$ cat src/sv/npr_pkg.sv
// npr_pkg: shared types, constants and codes for the nearest-point ray pick.
// No dependencies; every other file of the block imports it.
package npr_pkg;

  localparam int unsigned MAX_POINTS = 65536;
  localparam int unsigned CNT_W      = $clog2(MAX_POINTS);
  localparam int unsigned IDX_W      = 16;
  localparam int unsigned Q_DEPTH    = 2;
  localparam int unsigned Q_PTR_W    = $clog2(Q_DEPTH);
  localparam int unsigned Q_CNT_W    = $clog2(Q_DEPTH + 1);
  localparam int unsigned MUL_W      = 35;
  localparam int unsigned PROD_W     = 2 * MUL_W;
  localparam int unsigned ACC_W      = 66;
  localparam int unsigned T_W        = 35;
  localparam int unsigned PADDR_W    = 5;

  localparam logic [31:0]        SAT32       = 32'hFFFF_FFFF;
  localparam logic signed [31:0] DIR_ONE     = 32'sh4000_0000;
  localparam logic signed [31:0] DIR_NEG_ONE = -32'sh4000_0000;

  typedef struct packed {
    logic signed [31:0] point_x;
    logic signed [31:0] point_y;
    logic signed [31:0] point_z;
    logic               last_point;
  } point_in_t;

  typedef struct packed {
    logic             hit;
    logic [IDX_W-1:0] best_index;
    logic [31:0]      perp_distance;
    logic [31:0]      along_ray;
  } pick_out_t;

  typedef struct packed {
    logic signed [31:0] origin_x;
    logic signed [31:0] origin_y;
    logic signed [31:0] origin_z;
    logic signed [31:0] dir_x;
    logic signed [31:0] dir_y;
    logic signed [31:0] dir_z;
    logic [31:0]        threshold_tangent;
    logic [30:0]        max_range;
  } cfg_t;

  // one queued point: offset from the ray origin plus bookkeeping
  typedef struct packed {
    logic signed [32:0] d_x;
    logic signed [32:0] d_y;
    logic signed [32:0] d_z;
    logic [IDX_W-1:0]   idx;
    logic               last;
  } qentry_t;

  typedef enum logic [2:0] {
    REG_ORIGIN_X  = 3'd0,
    REG_ORIGIN_Y  = 3'd1,
    REG_ORIGIN_Z  = 3'd2,
    REG_DIR_X     = 3'd3,
    REG_DIR_Y     = 3'd4,
    REG_DIR_Z     = 3'd5,
    REG_THRESHOLD = 3'd6,
    REG_MAX_RANGE = 3'd7
  } reg_idx_e;

  typedef enum logic [3:0] {
    ST_IDLE,
    ST_DOT,
    ST_TSUM,
    ST_TCHK,
    ST_SCALE,
    ST_SQ,
    ST_ROOT,
    ST_MUL_A,
    ST_MUL_B,
    ST_DECIDE,
    ST_FINISH
  } back_state_e;

endpackage

$ cat src/sv/npr_front.sv
// npr_front: accepts point transactions, forms the offset from the ray origin
// and tags each point with its stream position. Depends on npr_pkg.
module npr_front (
  input  logic               clk_i,
  input  logic               rst_ni,
  input  logic               in_valid_i,
  output logic               in_ready_o,
  input  npr_pkg::point_in_t in_data_i,
  input  npr_pkg::cfg_t      cfg_i,
  input  logic               q_full_i,
  output logic               q_push_o,
  output npr_pkg::qentry_t   q_entry_o
);
  import npr_pkg::*;

  logic [CNT_W-1:0] cnt_q, cnt_d;

  assign in_ready_o = !q_full_i;
  assign q_push_o   = in_valid_i && !q_full_i;

  always_comb begin
    q_entry_o.d_x  = 33'(in_data_i.point_x) - 33'(cfg_i.origin_x);
    q_entry_o.d_y  = 33'(in_data_i.point_y) - 33'(cfg_i.origin_y);
    q_entry_o.d_z  = 33'(in_data_i.point_z) - 33'(cfg_i.origin_z);
    q_entry_o.idx  = IDX_W'(cnt_q);
    q_entry_o.last = in_data_i.last_point;
  end

  // position wraps at the stream limit and restarts after the closing point
  always_comb begin
    cnt_d = cnt_q;
    if (q_push_o) begin
      if (in_data_i.last_point || cnt_q == CNT_W'(MAX_POINTS - 1)) begin
        cnt_d = '0;
      end else begin
        cnt_d = cnt_q + 1'b1;
      end
    end
  end

  always_ff @(posedge clk_i or negedge rst_ni) begin
    if (!rst_ni) begin
      cnt_q <= '0;
    end else begin
      cnt_q <= cnt_d;
    end
  end

endmodule

$ cat config.mk
export PLATFORM = sky130hd
export DESIGN_NAME = npr_front
export DESIGN_NICKNAME = d
export VERILOG_FILES = /design/src/sv/npr_pkg.sv /design/src/sv/npr_front.sv
export SDC_FILE = /design/constraint.sdc
export NUM_CORES = 1
export LEC_CHECK = 0
export ABC_CLOCK_PERIOD_IN_PS = 3700
export CORE_AREA = 4 4 182 184
export DETAILED_ROUTE_END_ITERATION = 10
export DIE_AREA = 0 0 186 188
export DONT_BUFFER_PORTS = 1
export PLACE_DENSITY = 0.41
export REMOVE_ABC_BUFFERS = 1
export SYNTH_ARGS = -nofsm -noshare
export SYNTH_HDL_FRONTEND = slang
export SYNTH_SLANG_ARGS = --single-unit
$ cat constraint.sdc
create_clock -name clk_i -period 3.7 [get_ports clk_i]
set_input_delay 0 -clock clk_i [delete_from_list [all_inputs] [get_ports clk_i]]
set_output_delay 0 -clock clk_i [all_outputs]
set_load 0.01 [all_outputs]
==> results.md, run 1 <==
* Leak at about 3.2 nW
* Final Wtd Congestion at 0.814
* Worst Clk Skew at approximately 0.0021 ns
* Top-count cell post-synth: inv_1
* Power, Total at 1.63 mW
* Synth Area in Adders at 20.8%
* Vias in the first global route at 6157
* PortBufs at 0
* Via Count at 6205
* Post-CTS Setup Inserts at 0
* Starting density of the core at 19.5%
* Largest regs: cnt_q (16)
* Ys Warns at 0
* Unrepaired setup endpoints after global routing: no
* Reg2reg path depth at 7
* WP data required at around 3.7 ns
* Status: completed
* Row count at 65
* Total track usage at ~11%
* Peak supply drop at 0.198 mV
* Post-synth EDFFs at 0
* Worst r2r src: cnt_q[3]
* Worst R2R Setup Slack at 1.44 ns
* CP endpoint kind: primary output
* Post-synthesis xor/xnor area fraction at approximately an eighth
* Count of final max-slew check failures at 0
* Reg2Reg Capture Point: cnt_q[6]
* I/O Pins at 474
* Worst Setup Start Kind: primary input
* Mapped Cells at between 800 and 900
* DIE AREA at 0.0350 mm^2
* Max Cap Viol at 0
* Global-route wire length before repair at around 34 mm
* Setup Total Neg Slack at 0 ns
* Area Growth Syn to Fin at 8.78%
* Cell area power density at 245 mW/mm^2
* Hold Crit Start: in_data_i[0]
* Pre-Repair DR Iteration Count at 5
* Initial antenna violation count at 2
* DR iter-0 viols at 215
* DRC viols at 0
* Measured slew at the worst slew-check pin at 0.753 ns
* Tmin final at 2.59 ns
* Yosys cell types at 70
* Layout net count at 1334
* Core footprint at 0.0314 mm^2
* Final Setup Violations at 0
* Avg Inst Size Synth at 6.89 um^2
* DP HPWL at 19.9 mm
* Layout cell share with drive strength beyond 1 at around 2.7%
* Ys async rst share at between 90% and 100%
* Predominant post-synthesis flop cell: dfrtp_1
* Root Buffer: clkbuf_16
* Final Hold Viols at 0
* Htree depth at 1
* Antenna Nets Post-Route at 0
* DIE WIDTH at about 190 um
* Relative slew margins at between 40% and 50%
* Largest family of logic cells by synthesized area: compound AO/OA/AOI/OAI gates
* HP Class: primary input to primary output
* Largest fanout on the critical path at 3
* Drt wl/cell at 17.3 um
* Post-Synthesis Cell Area at 0.00613 mm^2
* WS Path Type: primary input to primary output
* Top reg by flops: cnt_q
* Simple logic cell fraction of the synthesized area at 18.8%
* Congestion Overflow GR at 0
* Total Routed Length at 22.1 mm
* Die H at about 190 um
* Cts bufs inserted at 3
* Share of the synthesized area in the top cell type at 19.8%
* Yosys reg bits at 16
* Hold Path Depth at 0
* Most instantiated cells after synthesis: 129 x inv_1, 97 x ha_1, 88 x a21oi_1
* Worst-Skew Late Latency at about 0.24 ns
* WP data arrival at 2.59 ns
* Sequential-to-total area share from yosys stat at 6.53%
* Yosys top cell by area: ha_1
* Synth Area in Compound Gates at 31.5%
* Period Utilization, post-route at 70.0%
* Hold endpoint: q_entry_o[0]
* Clock Tree Buf Depth at 2
* CTS tree: done
* Max reg flops at 16
* Fmax at about 0.39 GHz
* Fillers at around 3600
* Post-synthesis mux area share at 0%
* Largest net degree at the start of global routing at 17
* Number of vias per cell at 4.84
* Clk sinks at 16
* Largest cells by area after synthesis: ha_1 20%, xnor2_1 8.6%, inv_1 7.9%, a21oi_1 7.2%, dfrtp_1 6.5%
==> power breakdown <==
group | switching [mW] | internal (mW)
Sequential | 0.0106 | 0.180
Clock | 0.0682 | 0.164
Combinational | 0.787 | 0.422
==> worst max-delay path: stages <==
cell	delay (ns)
inv_1	0.02
ha_1	0.20
fa_1	0.41
nand2b_1	0.18
a21o_1	0.19
a31oi_1	0.38
nor2_1	0.16
o311a_1	0.45
o41ai_2	0.29
xor2_1	0.30
==> how the worst max path moves through the flow <==
| stage | startpoint | to | slack [ns] | cells after the start |
|---|---|---|---|---|
| detailed placement | in_data_i[1] | q_entry_o[47] | 1.10 | 10 |
| global placement | in_data_i[1] | q_entry_o[49] | 1.04 | 11 |
| floorplan | in_data_i[33] | q_entry_o[76] | 1.62 | 11 |
| global route | in_data_i[1] | q_entry_o[45] | 0.94 | 11 |
| CTS | in_data_i[1] | q_entry_o[47] | 1.09 | 10 |
| finish | in_data_i[1] | q_entry_o[47] | 1.11 | 10 |
==> final cells by class <==
cell class              count  area, um^2  share of cell area (%)
multi-input cells         725        5160                    77.4
inverters                 130         488                    7.32
clock buffers               4        88.8                    1.33
diodes                      2        5.00                  0.0750
flip-flops and latches     16         400                    6.00
repair buffers              2        20.0                   0.300
well taps                 402         503                    7.54
==> per-layer routing <==
metal / GRT usage (%) / up-vias / share of wire, %
met5: 0 / - / 0
met4: 0.785 / 0 / 0.70
met1: 15.6 / 2827 / 46
met3: 3.24 / 10 / 9.0
met2: 19.0 / 254 / 44
li1: - / 3114 / -
==> layout by cell type (no fill, tap or decap), types with 10 or more instances in the layout <==
cell        n
nand3_1    25
o21ai_1    10
o21ai_0    40
nand2_1    81
xnor2_1    60
a31oi_1    16
a21o_1     46
xor2_1     32
nand2b_1   11
nor2b_1    11
nor2_1     62
dfrtp_1    16
ha_1       97
nand4_1    17
nor3_1     11
inv_1     129
o21a_1     14
a21oi_1    88
==> per-stage QoR <==
step                utilization [%]  cell area, um^2  worst slack, ns  instances  hold slack (ns)
floorplan                         -             6050             1.62        871           -0.296
detailed placement             20.9             6560             1.10       1273           -0.295
CTS                            21.2             6660             1.09       1279         0.000288
global route                   21.2             6670            0.940       1281        0.0000477
finish                         21.2             6670             1.11       1281        0.0000352
global placement               20.9             6560             1.04       1273           -0.295
==> kinds of logic after synthesis <==
| kind of cell | count (synthesis) |
|---|---|
| and+or+nand+nor | 245 |
| adders and majority gates | 100 |
| xor gates and xnor gates | 92 |
| AOI/OAI and AO/OA | 288 |
| buffers and inverters | 149 |
| DFF | 16 |
==> timing repair <==
item / in CTS / in global routing
gates resized for setup: 0 / 0
hold buffers: 2 / 0
endpoints found under the hold margin: 18 / 0
Note: power is estimated with default switching activity, not from simulation.
==> inputs of run 2 (changes only) <==
- ABC_AREA: default -> 1
- ABC_CLOCK_PERIOD_IN_PS: 3700 -> 2300
- CORE_AREA: 4 4 182 184 -> 4 4 181 183
- DIE_AREA: 0 0 186 188 -> 0 0 185 187
- PLACE_DENSITY: 0.41 -> 0.52
- clock period: 3.7 -> 2.3 ns (I/O delays scaled with it)
==> run 2 against run 1 <==
Worst hold slack barely moved. Die area down 1.1%. Total power rose by 81%. Critical path type unchanged. Via count up 55%. Combinational power increased by 87%. Critical path depth rose by 1. Synthesized area rose by 42%. First-iteration DRC count up 61%. Highest routed layer unchanged. Synthesized cell count increased by 100%. Clock skew decreased by 0.00081 ns.
==> results.md, run 2 <==
* Status: completed
* CP endpoint kind: primary output
* Congestion Overflow GR at 0
* Predominant post-synthesis flop cell: dfrtp_1
* Final Setup Violations at 0
* Period Utilization, post-route at about three quarters
* Yosys cell types at 30
* WS Path Type: primary input to primary output
* Die H at 187 um
* Post-synth EDFFs at 0
* Number of vias per cell at 4.39
* WP data required at 2.30 ns
* Global-route wire length before repair at 44.1 mm
* Starting density of the core at approximately 28%
* Sequential-to-total area share from yosys stat at 4.61%
* Yosys top cell by area: nand2_1
* Relative slew margins at 49.0%
* Comb pwr share at 76.5%
* DIE AREA at between 0.03 and 0.04 mm^2
* Vias in the first global route at just over 9000
* Sequential share of power at between 10% and 20%
* Leak at 6.55 nW
* PortBufs at 0
* Count of final max-slew check failures at 0
* Max reg flops at 16
* Clk pwr share at 13.1%
* Root Buffer: clkbuf_16
* DIE WIDTH at ~190 um
* Core footprint at 0.0312 mm^2
* Mapped Cells at 1791
* Most instantiated cells after synthesis: 756 x nand2_1, 487 x inv_1, 147 x nor2_1
* Final Wtd Congestion at 0.908
* Yosys reg bits at 16
* Largest regs: cnt_q (16)
* Total track usage at between 10% and 20%
* Pre-Repair DR Iteration Count at 5
* ANT cells at 0
* CP delay by family, top: adder cells
* DR iter-0 viols at approximately 350
* WP data arrival at between 1.5 and 2 ns
* Final Hold Viols at 0
* DRC viols at 0
* Slowest stage cell, crit path: fa_1
* Unrepaired setup endpoints after global routing: no
* Peak supply drop at 0.402 mV
* Worst hold slack at 0.00000509 ns
* HP Class: primary input to primary output
* CTS tree: done
* Initial antenna violation count at 0
* Area Growth Syn to Fin at 6.82%
* Ys async rst share at 100%
* Clock Tree Buf Depth at 2
* Htree depth at 1
* Top-count cell post-synth: nand2_1
* Most frequent cells in the layout: 756 x nand2_1, 487 x inv_1, 147 x nor2_1
* Max Cap Viol at 0
* Worst Clk Skew at 0.00131 ns
* Worst-Skew Late Latency at 0.25 ns
* Largest net degree at the start of global routing at 17
* Worst path cell trace: inv_1 > ha_1 > fa_1 > inv_1 > nand2_1 > nand2_1 > nand3_1 > nand2_2 > nand2_2 > nand2_2 > xor2_1
* Measured slew at the worst slew-check pin at 0.762 ns
* CP peak stage delay at 0.42 ns
* Tmin final at 1.74 ns
* Antenna Nets Post-Route at 0
* I/O Pins at 474
* Psw at 1.72 mW
* Worst Setup Start Kind: primary input
* Fmax at around 0.57 GHz
* Setup Total Neg Slack at 0 ns
* Largest cells by area after synthesis: nand2_1 33%, inv_1 21%, ha_1 14%, nor2_1 6.4%, dfrtp_1 4.6%
* Top reg by flops: cnt_q
* Switching Fraction at about three fifths
* Power, Total at 2.95 mW
* Via Count at 9645
* Cell area power density at around 320 mW/mm^2
* Int Pwr at 1.24 mW
* Post-Synthesis Cell Area at 0.00868 mm^2
* Avg Inst Size Synth at 4.85 um^2
* Drt wl/cell at 12.5 um
* Clk sinks at 16
* Share of the synthesized area in the top cell type at 32.7%
* Layout cell share with drive strength beyond 1 at 2.95%
* Layout net count at 2252
* Largest fanout on the critical path at 3
* Cts bufs inserted at 3
* Crit path buf inv count at 2
* Ys Warns at 0
* Leading cell type in the layout, fill and taps excluded: nand2_1
* Cell mode on critical path: nand2_2
* Row count at 65
* Final core occ at 29.7%
* DP HPWL at 25.2 mm
* Total Routed Length at 27.5 mm
run 2: final timing paths:
path | slack, ns | start | to | cells past startpoint
worst max-delay path | 0.56 | in_data_i[1] | q_entry_o[33] | 11
worst min-delay path | 0.000005 | in_data_i[0] | q_entry_o[0] | 0
worst max register to register | 0.64 | cnt_q[1] | cnt_q[8] | 10
worst min register to register | 0.60 | cnt_q[14] | cnt_q[14] | 2
max in group asynchronous | 1.56 | rst_ni | cnt_q[4] | 1
min in group asynchronous | 0.26 | rst_ni | cnt_q[14] | 1
run 2: cell families after synthesis:
family	Yosys count	synth area share [%]
AOI/OAI and AO/OA	75	4.54
buffers and inverters	495	21.7
and+or+nand+nor	1054	49.3
DFF	16	4.61
adders and majority gates	100	14.7
xor gates and xnor gates	51	5.15
run 2: stage by stage:
stage / cells / worst slack (ns) / instance area, um^2
floorplan: 1788 / 0.907 / 8650
global placement: 2190 / 0.590 / 9150
detailed placement: 2190 / 0.571 / 9150
CTS: 2197 / 0.566 / 9270
global route: 2197 / 0.431 / 9270
finish: 2197 / 0.557 / 9270
run 2: final cells by class:
cell class / instances / area, um^2
multi-input cells: 1280 / 6390
fillers: 3726 / 22000
inverters: 492 / 1850
repair buffers: 3 / 30.0
clock buffers: 4 / 88.8
flip-flops and latches: 16 / 400
well taps: 402 / 503
run 2: power groups by stage:
stage                     Combinational (mW)  Sequential [mW]  Clock [mW]
after floorplan                         1.72            0.310           0
after global placement                  2.25            0.313           0
after detailed placement                2.26            0.313           0
after CTS                               2.28            0.309       0.388
after global routing                    2.60            0.310       0.401
final                                   2.26            0.308       0.386
run 2: routing by layer:
metal | up-vias | wire length [um] | global-route usage (%)
met2 | 321 | 11600 | 25.3
met3 | 17 | 3160 | 5.64
met5 | - | 0 | 0
met4 | 0 | 242 | 1.64
met1 | 4080 | 12500 | 19.2
li1 | 5227 | - | -
run 2: worst register-to-register path: cells and delay by family (launching register included):
| kind | cells | cell delay [ns] |
|---|---|---|
| buffers and inverters | 1 | 0.14 |
| DFF | 1 | 0.44 |
| adders and majority gates | 1 | 0.24 |
| and+or+nand+nor | 8 | 0.73 |
run 2: timing repair:
| item | CTS | global route |
|---|---|---|
| endpoints found under the hold margin | 18 | 0 |
| resized for setup | 0 | 0 |
| hold buffers | 3 | 0 |
| setup buffers | 0 | 0 |
==> inputs of run 3 (changes only) <==
- ABC_AREA: 1 -> 0
- ABC_CLOCK_PERIOD_IN_PS: 2300 -> 1700
- CORE_AREA: 4 4 181 183 -> 4 4 183 185
- DIE_AREA: 0 0 185 187 -> 0 0 187 189
- PLACE_DENSITY: 0.52 -> 0.41
- clock period: 2.3 -> 1.7 ns (I/O delays scaled with it)
==> run 3 against run 2 <==
Critical endpoint is now q_entry_o[80]. Die area rose by 2.2%. Combinational power rose by 110%. Design area grew 19%. The flow now finishes with violations (setup timing). Clock power up 33%. Largest power group unchanged. First-iteration DRC count shrank 47%. Worst hold slack about the same. Critical path depth grew 2.
==> results.md, run 3 (same netlist as run 1, synthesis figures left out) <==
* Status: complete, but fails checks
* Failing checks: setup timing
* Worst r2r src: cnt_q[1]
* Worst Setup Start Kind: primary input
* Starting density of the core at between 10% and 20%
* Worst hold slack at roughly 0.00019 ns
* Layout cell share with drive strength beyond 1 at 46.7%
* DIE AREA at roughly 0.035 mm^2
* CP peak stage delay at 0.34 ns
* Largest regs: cnt_q (16)
* WP data required at between 1.5 and 2 ns
* Cell area power density at 504 mW/mm^2
* I/O Pins at ~470
* Fillers at 3367
* Worst-Skew Late Latency at 0.25 ns
* Pre-Repair DR Iteration Count at 5
* Vias in the first global route at ~7700
* Initial antenna violation count at 1
* Leading cell type in the layout, fill and taps excluded: buf_4
* Unrepaired setup endpoints after global routing: yes
* Final Setup Violations at 51
* Hold endpoint: q_entry_o[0]
* Hold Path Depth at 0
* PortBufs at 0
* Clk sinks at 16
* DIE WIDTH at around 190 um
* DR iter-0 viols at around 180
* Peak supply drop at 0.354 mV
* Core footprint at 0.0320 mm^2
* Sequential share of power at 7.2%
* Global-route wire length before repair at 38.6 mm
* CP endpoint kind: primary output
* WS Path Type: primary input to primary output
* Crit path buf inv count at 3
* Clk pwr share at 9.3%
* Via Count at about 7500
* Largest net degree at the start of global routing at 17
* Cts bufs inserted at 3
* Worst path cell trace: inv_8 > ha_4 > fa_2 > nor2b_2 > o31a_1 > o211ai_1 > a21o_1 > buf_6 > and2_4 > o31ai_4 > o21ba_1 > o311ai_2 > buf_4
* HP Class: primary input to primary output
* Setup slack after layout at -0.492 ns
* Worst R2R Setup Slack at 0.07 ns
* Int Pwr at 3.08 mW
* Drt wl/cell at 15.1 um
* Congestion Overflow GR at 0
* Max Cap Viol at 0
* Most frequent cells in the layout: 297 x buf_4, 110 x inv_1, 72 x nand2_1
* Clock Tree Buf Depth at 2
* Number of vias per cell at between 4 and 5
* Row count at 66
* Final Hold Viols at 0
* Power, Total at 5.55 mW
* Measured slew at the worst slew-check pin at 0.763 ns
* Area Growth Syn to Fin at 79.5%
* DP HPWL at roughly 20 mm
* Setup Total Neg Slack at -10.28 ns
* Max reg flops at 16
* CTS tree: done
* Psw at 2.47 mW
* CP delay by family, top: compound AO/OA/AOI/OAI gates
* Leak at 5.24 nW
* Total Routed Length at around 24 mm
* Fmax at ~0.46 GHz
* Reg2Reg Capture Point: cnt_q[2]
* Antenna Nets Post-Route at 0
* Total track usage at 12.7%
* Reg2reg path depth at 8
* ANT cells at 0
* WP data arrival at roughly 2.2 ns
* Switching Fraction at 44.5%
* Worst Clk Skew at 0.00256 ns
* Non-Filler Instances at 1619
* Period Utilization, post-route at 129%
* Root Buffer: clkbuf_16
* Tmin final at 2.19 ns
* Hold Crit Start: in_data_i[0]
* Final Wtd Congestion at ~0.84
* Slowest stage cell, crit path: fa_2
* Count of final max-slew check failures at 0
* DRC viols at 0
* Htree depth at 1
* Comb pwr share at 83.6%
* Placed cell count at 1564
* Layout net count at 1668
* Relative slew margins at 49.0%
* Largest fanout on the critical path at 4
* Die H at ~190 um
* Top reg by flops: cnt_q
run 3: stage by stage:
stage	worst slack [ns]	util [%]	area, um^2
after floorplan	-0.379	-	6050
after global placement	-0.667	27.2	8700
after detailed placement	-0.649	27.2	8700
after CTS	-0.535	32.1	10300
after global routing	-0.627	34.3	11000
final	-0.492	34.3	11000
run 3: area by class of cell:
class                           instances  area (um^2)  share of cell area, %
Multi-Input combinational cell        726         6740                   61.3
Timing Repair Buffer                  335         2660                   24.1
Inverter                              130          604                   5.49
Tap cell                              408          510                   4.64
Sequential cell                        16          400                   3.64
Clock buffer                            4         88.8                  0.807
run 3: worst register-to-register path: cells and delay by family, from the launching register on:
kind / cells / cell delay, ns
AOI/OAI and AO/OA: 2 / 0.48
buffers and inverters: 1 / 0.15
and+or+nand+nor: 4 / 0.33
DFF: 1 / 0.38
adders and majority gates: 1 / 0.21
run 3: worst max-delay path by stage:
stage                  startpoint       endpoint  slack, ns  depth (start not counted)
floorplan           in_data_i[33]  q_entry_o[76]      -0.38                         11
global placement    in_data_i[33]  q_entry_o[76]      -0.67                         12
detailed placement  in_data_i[33]  q_entry_o[76]      -0.65                         12
CTS                 in_data_i[33]  q_entry_o[74]      -0.53                         12
global route        in_data_i[33]  q_entry_o[80]      -0.63                         13
finish              in_data_i[33]  q_entry_o[80]      -0.49                         13
run 3: power groups by stage:
stage               Clock [mW]  Sequential [mW]  Combinational, mW
detailed placement           0            0.405               3.67
global route             0.541            0.399               5.05
floorplan                    0            0.415               2.05
CTS                      0.520            0.398               4.32
global placement             0            0.404               3.68
finish                   0.514            0.398               4.64
run 3: layer usage:
metal / vias to the layer above / routed length, um / global-route usage, %
li1: 3769 / - / -
met1: 3433 / 10600 / 15.9
met2: 272 / 11300 / 21.7
met3: 22 / 2240 / 4.37
met4: 2 / 285 / 1.76
met5: - / 20 / 0
run 3: repair_timing:
action / in CTS / in global routing
hold buffers: 2 / 0
setup endpoints to repair: 75 / 79
setup buffers: 26 / 28
hold endpoints to repair: 21 / 0
cloned: 1 / 0
pin swaps: 116 / 107
resized for setup: 234 / 117
