File: config.mk
export PLATFORM = sky130hd
export DESIGN_NAME = npr_queue
export DESIGN_NICKNAME = d
export VERILOG_FILES = /design/src/sv/npr_pkg.sv /design/src/sv/npr_queue.sv
export SDC_FILE = /design/constraint.sdc
export NUM_CORES = 1
export LEC_CHECK = 0
export BUFFER_PORTS_ARGS = -buffer_cell sky130_fd_sc_hd__buf_2
export CORE_MARGIN = 2
export CORE_UTILIZATION = 45
export DETAILED_ROUTE_END_ITERATION = 8
export PLACE_DENSITY_LB_ADDON = 0.05
export SLEW_MARGIN = 10
export SYNTH_ARGS = -nofsm -noshare
export SYNTH_HDL_FRONTEND = slang
export SYNTH_SLANG_ARGS = --single-unit
File: constraint.sdc
create_clock -name clk_i -period 7.4 [get_ports clk_i]
set_input_delay 1.48 -clock clk_i [delete_from_list [all_inputs] [get_ports clk_i]]
set_output_delay 1.48 -clock clk_i [all_outputs]
set_load 0.01 [all_outputs]
File: src/sv/npr_pkg.sv
// npr_pkg: shared types, constants and codes for the nearest-point ray pick.
// No dependencies; every other file of the block imports it.
package npr_pkg;

  localparam int unsigned MAX_POINTS = 65536;
  localparam int unsigned CNT_W      = $clog2(MAX_POINTS);
  localparam int unsigned IDX_W      = 16;
  localparam int unsigned Q_DEPTH    = 2;
  localparam int unsigned Q_PTR_W    = $clog2(Q_DEPTH);
  localparam int unsigned Q_CNT_W    = $clog2(Q_DEPTH + 1);
  localparam int unsigned MUL_W      = 35;
  localparam int unsigned PROD_W     = 2 * MUL_W;
  localparam int unsigned ACC_W      = 66;
  localparam int unsigned T_W        = 35;
  localparam int unsigned PADDR_W    = 5;

  localparam logic [31:0]        SAT32       = 32'hFFFF_FFFF;
  localparam logic signed [31:0] DIR_ONE     = 32'sh4000_0000;
  localparam logic signed [31:0] DIR_NEG_ONE = -32'sh4000_0000;

  typedef struct packed {
    logic signed [31:0] point_x;
    logic signed [31:0] point_y;
    logic signed [31:0] point_z;
    logic               last_point;
  } point_in_t;

  typedef struct packed {
    logic             hit;
    logic [IDX_W-1:0] best_index;
    logic [31:0]      perp_distance;
    logic [31:0]      along_ray;
  } pick_out_t;

  typedef struct packed {
    logic signed [31:0] origin_x;
    logic signed [31:0] origin_y;
    logic signed [31:0] origin_z;
    logic signed [31:0] dir_x;
    logic signed [31:0] dir_y;
    logic signed [31:0] dir_z;
    logic [31:0]        threshold_tangent;
    logic [30:0]        max_range;
  } cfg_t;

  // one queued point: offset from the ray origin plus bookkeeping
  typedef struct packed {
    logic signed [32:0] d_x;
    logic signed [32:0] d_y;
    logic signed [32:0] d_z;
    logic [IDX_W-1:0]   idx;
    logic               last;
  } qentry_t;

  typedef enum logic [2:0] {
    REG_ORIGIN_X  = 3'd0,
    REG_ORIGIN_Y  = 3'd1,
    REG_ORIGIN_Z  = 3'd2,
    REG_DIR_X     = 3'd3,
    REG_DIR_Y     = 3'd4,
    REG_DIR_Z     = 3'd5,
    REG_THRESHOLD = 3'd6,
    REG_MAX_RANGE = 3'd7
  } reg_idx_e;

  typedef enum logic [3:0] {
    ST_IDLE,
    ST_DOT,
    ST_TSUM,
    ST_TCHK,
    ST_SCALE,
    ST_SQ,
    ST_ROOT,
    ST_MUL_A,
    ST_MUL_B,
    ST_DECIDE,
    ST_FINISH
  } back_state_e;

endpackage

File: src/sv/npr_queue.sv
// npr_queue: short FIFO of offset points between front and back.
// Depends on npr_pkg for the entry type and depth.
module npr_queue (
  input  logic             clk_i,
  input  logic             rst_ni,
  input  logic             push_i,
  input  npr_pkg::qentry_t entry_i,
  input  logic             pop_i,
  output npr_pkg::qentry_t entry_o,
  output logic             full_o,
  output logic             empty_o
);
  import npr_pkg::*;

  qentry_t            mem_q [Q_DEPTH];
  logic [Q_PTR_W-1:0] wptr_q, rptr_q;
  logic [Q_CNT_W-1:0] count_q;
  logic               do_push, do_pop;

  assign full_o  = (count_q == Q_CNT_W'(Q_DEPTH));
  assign empty_o = (count_q == '0);
  assign do_push = push_i && !full_o;
  assign do_pop  = pop_i && !empty_o;
  assign entry_o = mem_q[rptr_q];

  always_ff @(posedge clk_i) begin
    if (do_push) begin
      mem_q[wptr_q] <= entry_i;
    end
  end

  always_ff @(posedge clk_i or negedge rst_ni) begin
    if (!rst_ni) begin
      wptr_q  <= '0;
      rptr_q  <= '0;
      count_q <= '0;
    end else begin
      if (do_push) begin
        wptr_q <= (wptr_q == Q_PTR_W'(Q_DEPTH - 1)) ? '0 : wptr_q + 1'b1;
      end
      if (do_pop) begin
        rptr_q <= (rptr_q == Q_PTR_W'(Q_DEPTH - 1)) ? '0 : rptr_q + 1'b1;
      end
      unique case ({do_push, do_pop})
        2'b10:   count_q <= count_q + 1'b1;
        2'b01:   count_q <= count_q - 1'b1;
        default: count_q <= count_q;
      endcase
    end
  end

endmodule

==> results.py, run 1 <==
metrics = {
    "synth": {
        "yosys_warnings": 0,
        "yosysUniqueCellTypes": 15,
        "synth_edf_count": 232,
        "synth.top_cell.area_share_pct": 80.3,
        "yosysMostFrequentCell": "edfxtp_1",
        "synth_commonest_cells": "232 x edfxtp_1, 86 x mux2_2, 30 x mux2_4, 8 x buf_2, 5 x buf_6",
        "ys.flop_type": "edfxtp_1",
        "yosys.area.top_type": "edfxtp_1",
        "ys_seq_area_share_pct": 81.5,
        "ys_ff_latch": 236,
        "ys_top_cells_by_area": "edfxtp_1 80%, mux2_2 11%, mux2_4 5.2%",
        "syn_inst": 379,
        "synth_fp_nets": 500,
        "synth_area_sq_um": 8680,
        "syn_area_per_cell_sq_um": 22.9,
        "synth_async_sr_flop_share_pct": 1.69,
    },
    "detailed_routing": {
        "wirelength_mm": 16.1,
        "drt_iter0_markers": 182,
        "routedWlPerCell_um": 17.6,
        "route.detailed.drc": 0,
        "ant_nets": 0,
        "vias": 4295,
        "viasPerCell": 4.69,
        "dr.pass1.iters": 4,
    },
    "clock_tree": {
        "cts_tree": "built",
        "cts_setup_buffers": 0,
        "ctsHoldBuffers": 0,
        "post_cts_resized": 0,
        "htree_levels": 1,
        "clockBufferDepth": 3,
        "clkSinkCount": 236,
        "cts_made_buffers": 25,
        "root_buffer": "clkbuf_16",
        "clk_latency_ns": 0.51,
        "path_clk_slew_ns": 0.06,
    },
    "setup_path": {
        "reg2reg_slack_ns": 4.87,
        "end_kind": "output pin",
        "arrival_ns": 2.93,
        "slowest_stage": "dfrtp_4",
        "max_stage_delay_ns": 1.09,
        "r2r-end": "mem_q[1][110]$_DFFE_PP_",
        "r2r-start": "count_q[0]$_DFFE_PN0P_",
        "required_ns": 5.92,
        "cp-start-kind": "flip-flop",
        "critPathKind": "reg2out",
        "reg2regPathDepth": 3,
        "crit_chain": "buf_4, mux2_2, buf_2",
        "cp_max_fo": 72,
    },
    "cells_and_area": {
        "final.fill_count": 1452,
        "fin_nets": 755,
        "seqCellArea_sq_um": 7070,
        "multiInputGateArea_sq_um": 1520,
        "syn2layout_area_growth_pct": 25.4,
        "layout-drive-gt1-share_pct": 59.7,
    },
    "hold_path": {
        "worstHoldPathType": "reg2reg",
        "hold_end": "count_q[1]$_DFFE_PN0P_",
        "whs_path_depth": 1,
        "hp-start": "count_q[1]$_DFFE_PN0P_",
    },
    "sta": {
        "grt_setup_unrepaired": "no",
        "worstMarginPinSlew_ns": 1.03,
        "layout_min_cycle_time_ns": 4.41,
        "timing.hold.ws_ns": 0.496,
        "finalSetupViolCount": 0,
        "skew_ns": 0.0130,
        "hold_viol": 0,
        "finalMaxSlewViolations": 0,
        "fin_tns_setup_ns": 0,
        "fin_crit_sh_pct": 59.6,
        "slew-limit-headroom_pct": 31.6,
        "fmax_ghz": 0.227,
    },
    "floorplan": {
        "start_util_pct": 46.1,
        "die_w_um": 143,
        "die_y_um": 143,
        "die_area_sq_um": 20400,
        "io_pins": 238,
        "core.rowCount": 50,
        "core_area_sq_um": 18800,
    },
    "global_routing": {
        "grt_use_total_pct": 15.2,
        "grt_pass1_vias": 4547,
        "overflow": 0,
        "grt_first_pass_wirelength_mm": 23.8,
        "antenna_found_initial": 5,
        "grt_max_degree": 73,
    },
    "placement": {
        "place_hpwl_mm": 10.5,
        "gp_congestion": 0.734,
        "io_buffers": 237,
    },
    "pwr": {
        "leakagePower_nw": 4.15,
        "powerDensity_nw_per_um2": 394,
        "vdd_drop_max_uv": 241,
    },
    "outcome": {
        "status": "completed",
    },
    "run": {
        "maxCapViolations": 0,
    },
}
worst max-delay path by stage:
stage                             startpoint                     to  slack [ns]  cells past startpoint
after global routing      rptr_q$_DFFE_PN0P_            entry_o[32]        2.77                      3
after CTS                 rptr_q$_DFFE_PN0P_            entry_o[26]        2.88                      3
after detailed placement  rptr_q$_DFFE_PN0P_            entry_o[26]        3.44                      3
after global placement    rptr_q$_DFFE_PN0P_           entry_o[114]        3.48                      3
after floorplan                       push_i  mem_q[0][0]$_DFFE_PP_        0.41                      2
final                     rptr_q$_DFFE_PN0P_            entry_o[26]        2.99                      3
cell usage in the layout, fill, tap and decap left out, drive strengths merged:
master	netlist	final
and3	1	1
buf	13	241
bufinv	0	1
clkbuf	0	30
clkinv	0	14
dfrtp	4	4
diode	0	2
edfxtp	232	232
ha	1	1
inv	1	2
mux2	116	116
nand2	1	1
nand2b	1	1
nor2	3	3
nor2b	1	1
xnor2	3	3
xor2	2	2
area by class of cell:
| type | instances | share of cell area [%] |
|---|---|---|
| multi-input combinational | 129 | 14.0 |
| inverter | 1 | 0.0345 |
| clock inverter | 16 | 0.874 |
| antenna | 2 | 0.0460 |
| sequential | 236 | 65.0 |
| tap | 260 | 2.99 |
| clock buffer | 30 | 5.92 |
| timing repair buffer | 241 | 11.2 |
cells by family (layout without fill, tap and decap cells):
family	after synthesis	in the layout	synth area share, %
xor gates and xnor gates	5	5	0.505
other	0	2	0
DFF	236	236	81.5
adders and majority gates	1	1	0.144
muxes	116	116	16.4
buffers and inverters	14	288	1.15
and+or+nand+nor	7	7	0.389
per-stage QoR:
step	power, mW	instances	instance area (sq um)	util, %	setup slack [ns]
finish	4.29	915	10900	57.8	2.99
global route	4.51	914	10900	57.8	2.77
CTS	4.36	913	10900	57.8	2.88
detailed placement	3.24	867	10100	53.8	3.44
global placement	3.21	867	10100	53.8	3.48
floorplan	2.81	379	8680	-	0.411
where the power goes:
part	leakage, nW	switching, mW	internal (mW)	total [mW]
logic	1.59	0.605	0.588	1.19
clock network	0.362	0.465	0.651	1.12
registers	2.20	0.149	1.83	1.98
worst max-delay path: cells and delay by family (launching register included):
| kind | cells | cell delay, ns |
|---|---|---|
| flip-flops | 1 | 1.09 |
| multiplexers | 1 | 0.41 |
| buffers and inverters | 2 | 0.88 |
per-layer routing:
layer | vias to the layer above | track usage, % | share of wire, %
met1 | 2062 | 18.0 | 38
met4 | 4 | 5.32 | 3.1
li1 | 2023 | - | -
met5 | - | 0 | 0.11
met3 | 40 | 4.93 | 8.1
met2 | 166 | 26.3 | 51
state kept, by name, indices dropped and copies added, names as in the netlist:
name and flops:
mem_q 232, count_q 2, rptr_q 1, wptr_q 1
(Power assumes the default switching activity.)
==> inputs of run 2 (changes only) <==
--- a/config.mk
+++ b/config.mk
@@ -5,6 +5,7 @@
 export SDC_FILE = /design/constraint.sdc
 export NUM_CORES = 1
 export LEC_CHECK = 0
+export ABC_AREA = 1
 export BUFFER_PORTS_ARGS = -buffer_cell sky130_fd_sc_hd__buf_2
 export CORE_MARGIN = 2
 export CORE_UTILIZATION = 45
==> constraint.sdc (replaced) <==
create_clock -name clk_i -period 3.7 [get_ports clk_i]
set_input_delay 0.74 -clock clk_i [delete_from_list [all_inputs] [get_ports clk_i]]
set_output_delay 0.74 -clock clk_i [all_outputs]
set_load 0.01 [all_outputs]
==> results.py, run 2 <==
metrics = {
    "cells_and_area": {
        "final_common_cell": "nand2_1",
        "final_cell_mix": "358 x nand2_1, 237 x buf_2, 232 x edfxtp_1, 25 x clkbuf_16, 8 x inv_1",
        "layoutNonFillerInstCount": 1166,
        "layout-drive-gt1-share_pct": 31.0,
        "largest_register_ffs": 232,
        "syn2layout_area_growth_pct": 25.4,
        "top_regs": "mem_q: 232 flops, count_q: 2 flops",
        "final.fill_count": 1607,
        "regMostFlops": "mem_q",
        "fin_nets": 1006,
        "fin_area_sq_um": 10900,
    },
    "sta": {
        "fin_tns_setup_ns": 0,
        "timing.hold.ws_ns": 0.0190,
        "worstMarginPinSlew_ns": 0.857,
        "finalMaxSlewViolations": 0,
        "grt_setup_unrepaired": "no",
        "slew-limit-headroom_pct": 42.9,
        "skew_ns": 0.0152,
        "fin_crit_sh_pct": 89.1,
        "finalSetupViolCount": 0,
        "hold_viol": 0,
        "fmax_ghz": 0.303,
        "layout_min_cycle_time_ns": 3.30,
    },
    "global_routing": {
        "antenna_found_initial": 5,
        "grt_first_pass_wirelength_mm": 27.2,
        "grt_pass1_vias": 5418,
        "grt_max_degree": 71,
        "overflow": 0,
        "grt_use_total_pct": 17.2,
    },
    "pwr": {
        "p_clk_share_pct": 26.3,
        "powerDensity_nw_per_um2": 810,
        "total_power_mw": 8.80,
        "combPwrFrac_pct": 29.8,
        "leakagePower_nw": 4.69,
        "p_int_mw": 5.88,
        "vdd_drop_max_uv": 456,
        "switching_share_pct": 33.2,
        "power_frac_seq_pct": 43.9,
        "p_switching_mw": 2.92,
    },
    "synth": {
        "synth_commonest_cells": "358 x nand2_1, 232 x edfxtp_1, 18 x buf_2, 9 x inv_1, 5 x buf_6",
        "synth_edf_count": 232,
        "ys.flop_type": "edfxtp_1",
        "yosys_warnings": 0,
        "ys_top_cells_by_area": "edfxtp_1 80%, nand2_1 16%, dfrtp_1 1.2%",
        "yosysMostFrequentCell": "nand2_1",
        "syn_area_per_cell_sq_um": 13.6,
        "synth_async_sr_flop_share_pct": 1.69,
        "synth_fp_nets": 759,
        "ys_seq_area_share_pct": 81.5,
        "yosysUniqueCellTypes": 14,
        "yosys.area.top_type": "edfxtp_1",
        "synth_area_sq_um": 8670,
        "ys_ff_latch": 236,
        "syn_inst": 638,
        "synth.top_cell.area_share_pct": 80.4,
    },
    "clock_tree": {
        "cts_setup_buffers": 0,
        "ctsHoldBuffers": 0,
        "cts_tree": "built",
        "clkSinkCount": 236,
        "clockBufferDepth": 3,
        "root_buffer": "clkbuf_16",
        "post_cts_resized": 0,
        "path_clk_slew_ns": 0.06,
        "clk_latency_ns": 0.51,
        "htree_levels": 1,
        "cts_made_buffers": 25,
    },
    "detailed_routing": {
        "wirelength_mm": 18.1,
        "ant_nets": 0,
        "vias": 5330,
        "drt_iter0_markers": 201,
        "dr.pass1.iters": 4,
        "routedWlPerCell_um": 15.5,
        "route.detailed.drc": 0,
        "viasPerCell": 4.57,
    },
    "floorplan": {
        "io_pins": 238,
        "core.rowCount": 50,
        "start_util_pct": 46.0,
        "core_area_sq_um": 18800,
        "die_area_sq_um": 20400,
        "die_y_um": 143,
        "die_w_um": 143,
    },
    "setup_path": {
        "r2r-end": "mem_q[0][48]$_DFFE_PP_",
        "reg2reg_slack_ns": 1.69,
        "reg2regPathDepth": 6,
        "crit_path_start": "rptr_q$_DFFE_PN0P_",
        "cp-start-kind": "flip-flop",
        "cp_max_fo": 58,
        "r2r-start": "count_q[1]$_DFFE_PN0P_",
        "arrival_ns": 2.56,
        "required_ns": 2.96,
        "end_kind": "output pin",
        "critPathKind": "reg2out",
    },
    "placement": {
        "place_area_sq_um": 10100,
        "gp_congestion": 0.773,
        "io_buffers": 237,
        "place_hpwl_mm": 11.5,
        "dp_cells": 1118,
    },
    "outcome": {
        "status": "completed",
    },
    "hold_path": {
        "worstHoldPathType": "in2async",
    },
    "run": {
        "maxCapViolations": 0,
    },
}
-- run 2: stage by stage --
stage | utilization [%] | setup slack [ns]
CTS | 57.6 | 0.335
detailed placement | 53.7 | 0.894
floorplan | - | 0.148
finish | 57.7 | 0.402
global route | 57.7 | 0.190
global placement | 53.7 | 0.935
-- run 2: layout make-up --
cell class	count	area [sq um]	area share, %
Tap cell	260	325	2.99
Sequential cell	236	7070	65.1
Antenna cell	5	12.5	0.115
Multi-Input combinational cell	367	1410	12.9
Clock inverter	12	104	0.956
Inverter	10	42.5	0.391
Timing Repair Buffer	245	1260	11.6
Clock buffer	31	648	5.96
-- run 2: logic make-up (layout without fill, tap and decap cells) --
family                   after synthesis  count (layout)  synth area share (%)
other                                  0               5                     0
adder cells (fa/ha/maj)                1               1                 0.144
buffers and inverters                 35             298                  2.32
AO/OA/AOI/OAI                          1               1                0.0577
AND/OR/NAND/NOR                      364             364                  15.8
flip-flops                           236             236                  81.5
XOR/XNOR                               1               1                 0.101
-- run 2: power groups by stage --
stage	Combinational [mW]	Clock (mW)	Sequential (mW)
final	2.62	2.31	3.87
after global routing	2.96	2.46	3.92
after CTS	2.69	2.37	3.87
after detailed placement	2.69	0	3.93
after global placement	2.65	0	3.91
after floorplan	1.67	0	3.85
-- run 2: layer usage --
layer,vias to the layer above,share of wire [%],track usage (%)
met2,169,49,29.9
met5,-,0,0
met4,0,2.7,5.52
met3,36,7.6,5.20
li1,2653,-,-
met1,2472,40,20.5
-- run 2: critical path: stages, from the launching register on --
cell and delay, ns:
dfrtp_4 0.71, inv_4 0.33, buf_4 0.58, nand2_1 0.10, nand2_1 0.12, buf_2 0.14
-- run 2: how the worst max path moves through the flow --
stage                            end  slack (ns)  cells past startpoint
2_1_floorplan  mem_q[0][0]$_DFFE_PP_        0.15                      2
3_3_place_gp             entry_o[87]        0.94                      5
3_5_place_dp             entry_o[87]        0.89                      5
4_1_cts                  entry_o[87]        0.34                      5
5_1_grt                  entry_o[84]        0.19                      5
6_report                 entry_o[87]        0.40                      5
==> inputs of run 3 (changes only) <==
--- a/config.mk
+++ b/config.mk
@@ -7,8 +7,9 @@
 export LEC_CHECK = 0
 export ABC_AREA = 1
 export BUFFER_PORTS_ARGS = -buffer_cell sky130_fd_sc_hd__buf_2
-export CORE_MARGIN = 2
+export CORE_MARGIN = 8
 export CORE_UTILIZATION = 45
+export CTS_BUF_LIST = sky130_fd_sc_hd__clkbuf_16
 export DETAILED_ROUTE_END_ITERATION = 8
 export PLACE_DENSITY_LB_ADDON = 0.05
 export SLEW_MARGIN = 10
==> results.py, run 3 (same netlist as run 2, synthesis figures left out) <==
metrics = {
    "setup_path": {
        "cp-start-kind": "flip-flop",
        "crit_chain": "inv_4, buf_12, nand2_1, nand2_1, buf_2",
        "end_kind": "output pin",
        "cp_max_fo": 53,
        "required_ns": 2.96,
        "path_delay_family": "buffers and inverters",
        "critPathKind": "reg2out",
        "arrival_ns": 2.19,
        "max_stage_delay_ns": 0.61,
        "slowest_stage": "dfrtp_4",
        "crit_path_frequent_cell": "nand2_1",
        "path_buf_inv": 3,
    },
    "global_routing": {
        "overflow": 0,
        "grt_first_pass_wirelength_mm": 30.5,
        "grt_max_degree": 60,
        "antenna_found_initial": 4,
        "grt_pass1_vias": 5779,
        "grt_use_total_pct": 16.3,
    },
    "run": {
        "maxCapViolations": 0,
    },
    "floorplan": {
        "die_w_um": 155,
        "start_util_pct": 46.0,
        "io_pins": 238,
        "core_area_sq_um": 18800,
        "die_y_um": 155,
        "die_area_sq_um": 24000,
        "core.rowCount": 50,
    },
    "cells_and_area": {
        "largest_register_ffs": 232,
        "final_common_cell": "nand2_1",
        "syn2layout_area_growth_pct": 25.7,
        "fin_nets": 1007,
        "regMostFlops": "mem_q",
        "final_cell_mix": "358 x nand2_1, 237 x buf_2, 232 x edfxtp_1, 25 x clkbuf_16, 13 x inv_1",
        "top_regs": "mem_q: 232 flops, count_q: 2 flops",
        "final.fill_count": 1589,
        "layout-drive-gt1-share_pct": 31.2,
    },
    "detailed_routing": {
        "vias": 5406,
        "dr.pass1.iters": 5,
        "ant_nets": 0,
        "routedWlPerCell_um": 17.1,
        "viasPerCell": 4.64,
        "route.detailed.drc": 0,
        "wirelength_mm": 20.0,
        "drt_iter0_markers": 296,
    },
    "clock_tree": {
        "clk_latency_ns": 0.51,
        "path_clk_slew_ns": 0.06,
        "ctsHoldBuffers": 1,
        "root_buffer": "clkbuf_16",
        "cts_tree": "built",
        "clkSinkCount": 236,
        "clockBufferDepth": 3,
        "post_cts_resized": 0,
        "cts_made_buffers": 25,
        "htree_levels": 1,
        "cts_setup_buffers": 0,
    },
    "sta": {
        "slew-limit-headroom_pct": 46.0,
        "skew_ns": 0.0209,
        "fmax_ghz": 0.341,
        "hold_viol": 0,
        "fin_tns_setup_ns": 0,
        "finalSetupViolCount": 0,
        "worstMarginPinSlew_ns": 0.810,
        "layout_min_cycle_time_ns": 2.93,
        "grt_setup_unrepaired": "no",
        "finalMaxSlewViolations": 0,
        "fin_crit_sh_pct": 79.3,
    },
    "hold_path": {
        "worstHoldPathType": "in2reg",
    },
    "pwr": {
        "leakagePower_nw": 4.73,
        "total_power_mw": 8.86,
        "vdd_drop_max_uv": 511,
        "powerDensity_nw_per_um2": 813,
    },
    "placement": {
        "place_hpwl_mm": 13.2,
        "gp_congestion": 0.749,
        "io_buffers": 237,
    },
    "outcome": {
        "status": "completed",
    },
}
-- run 3: power by group --
group,total (mW),switching [mW],leakage [nW],internal (mW)
Combinational,2.71,1.84,2.13,0.871
Sequential,3.84,0.185,2.21,3.65
Clock,2.31,0.951,0.396,1.36
-- run 3: metal layers --
| metal | up-vias | routed length, um | track usage [%] |
|---|---|---|---|
| met1 | 2539 | 7670 | 18.4 |
| met3 | 37 | 1640 | 4.96 |
| met4 | 6 | 466 | 5.88 |
| li1 | 2648 | - | - |
| met5 | - | 34 | 0 |
| met2 | 176 | 10200 | 28.6 |
-- run 3: worst paths after layout --
path,to,depth (start not counted),slack (ns),from
worst max-delay path,entry_o[98],5,0.77,rptr_q$_DFFE_PN0P_
worst min-delay path,mem_q[0][67]$_DFFE_PP_,1,0.41,entry_i[67]
worst max register to register,mem_q[0][33]$_DFFE_PP_,6,1.71,count_q[1]$_DFFE_PN0P_
worst min register to register,wptr_q$_DFFE_PN0P_,2,0.49,wptr_q$_DFFE_PN0P_
max in group asynchronous,rptr_q$_DFFE_PN0P_,2,2.97,rst_ni
min in group asynchronous,count_q[1]$_DFFE_PN0P_,2,0.59,rst_ni
-- run 3: cell type report --
type	count	area [sq um]	area share, %
antenna	2	5.00	0.0460
inverter	10	42.5	0.391
tap	260	325	2.99
clock inverter	19	135	1.24
clock buffer	25	626	5.74
multi-input combinational	367	1410	12.9
timing repair buffer	246	1280	11.8
sequential	236	7070	64.9
-- run 3: worst register-to-register path: stages (launching register included) --
cell     delay (ns)
dfrtp_1        0.39
inv_1          0.11
nor2_1         0.06
inv_1          0.05
nand3_1        0.12
inv_4          0.49
buf_12         0.40
-- run 3: per-stage QoR --
stage | std cells | worst slack, ns | cell area (sq um) | hold WS, ns | util (%)
CTS | 1163 | 0.686 | 10900 | 0.385 | 57.8
detailed placement | 1118 | 1.25 | 10100 | 0.482 | 53.7
finish | 1165 | 0.767 | 10900 | 0.412 | 57.8
floorplan | 638 | 0.148 | 8670 | 0.442 | -
global route | 1164 | 0.608 | 10900 | 0.394 | 57.8
global placement | 1118 | 1.29 | 10100 | 0.457 | 53.7
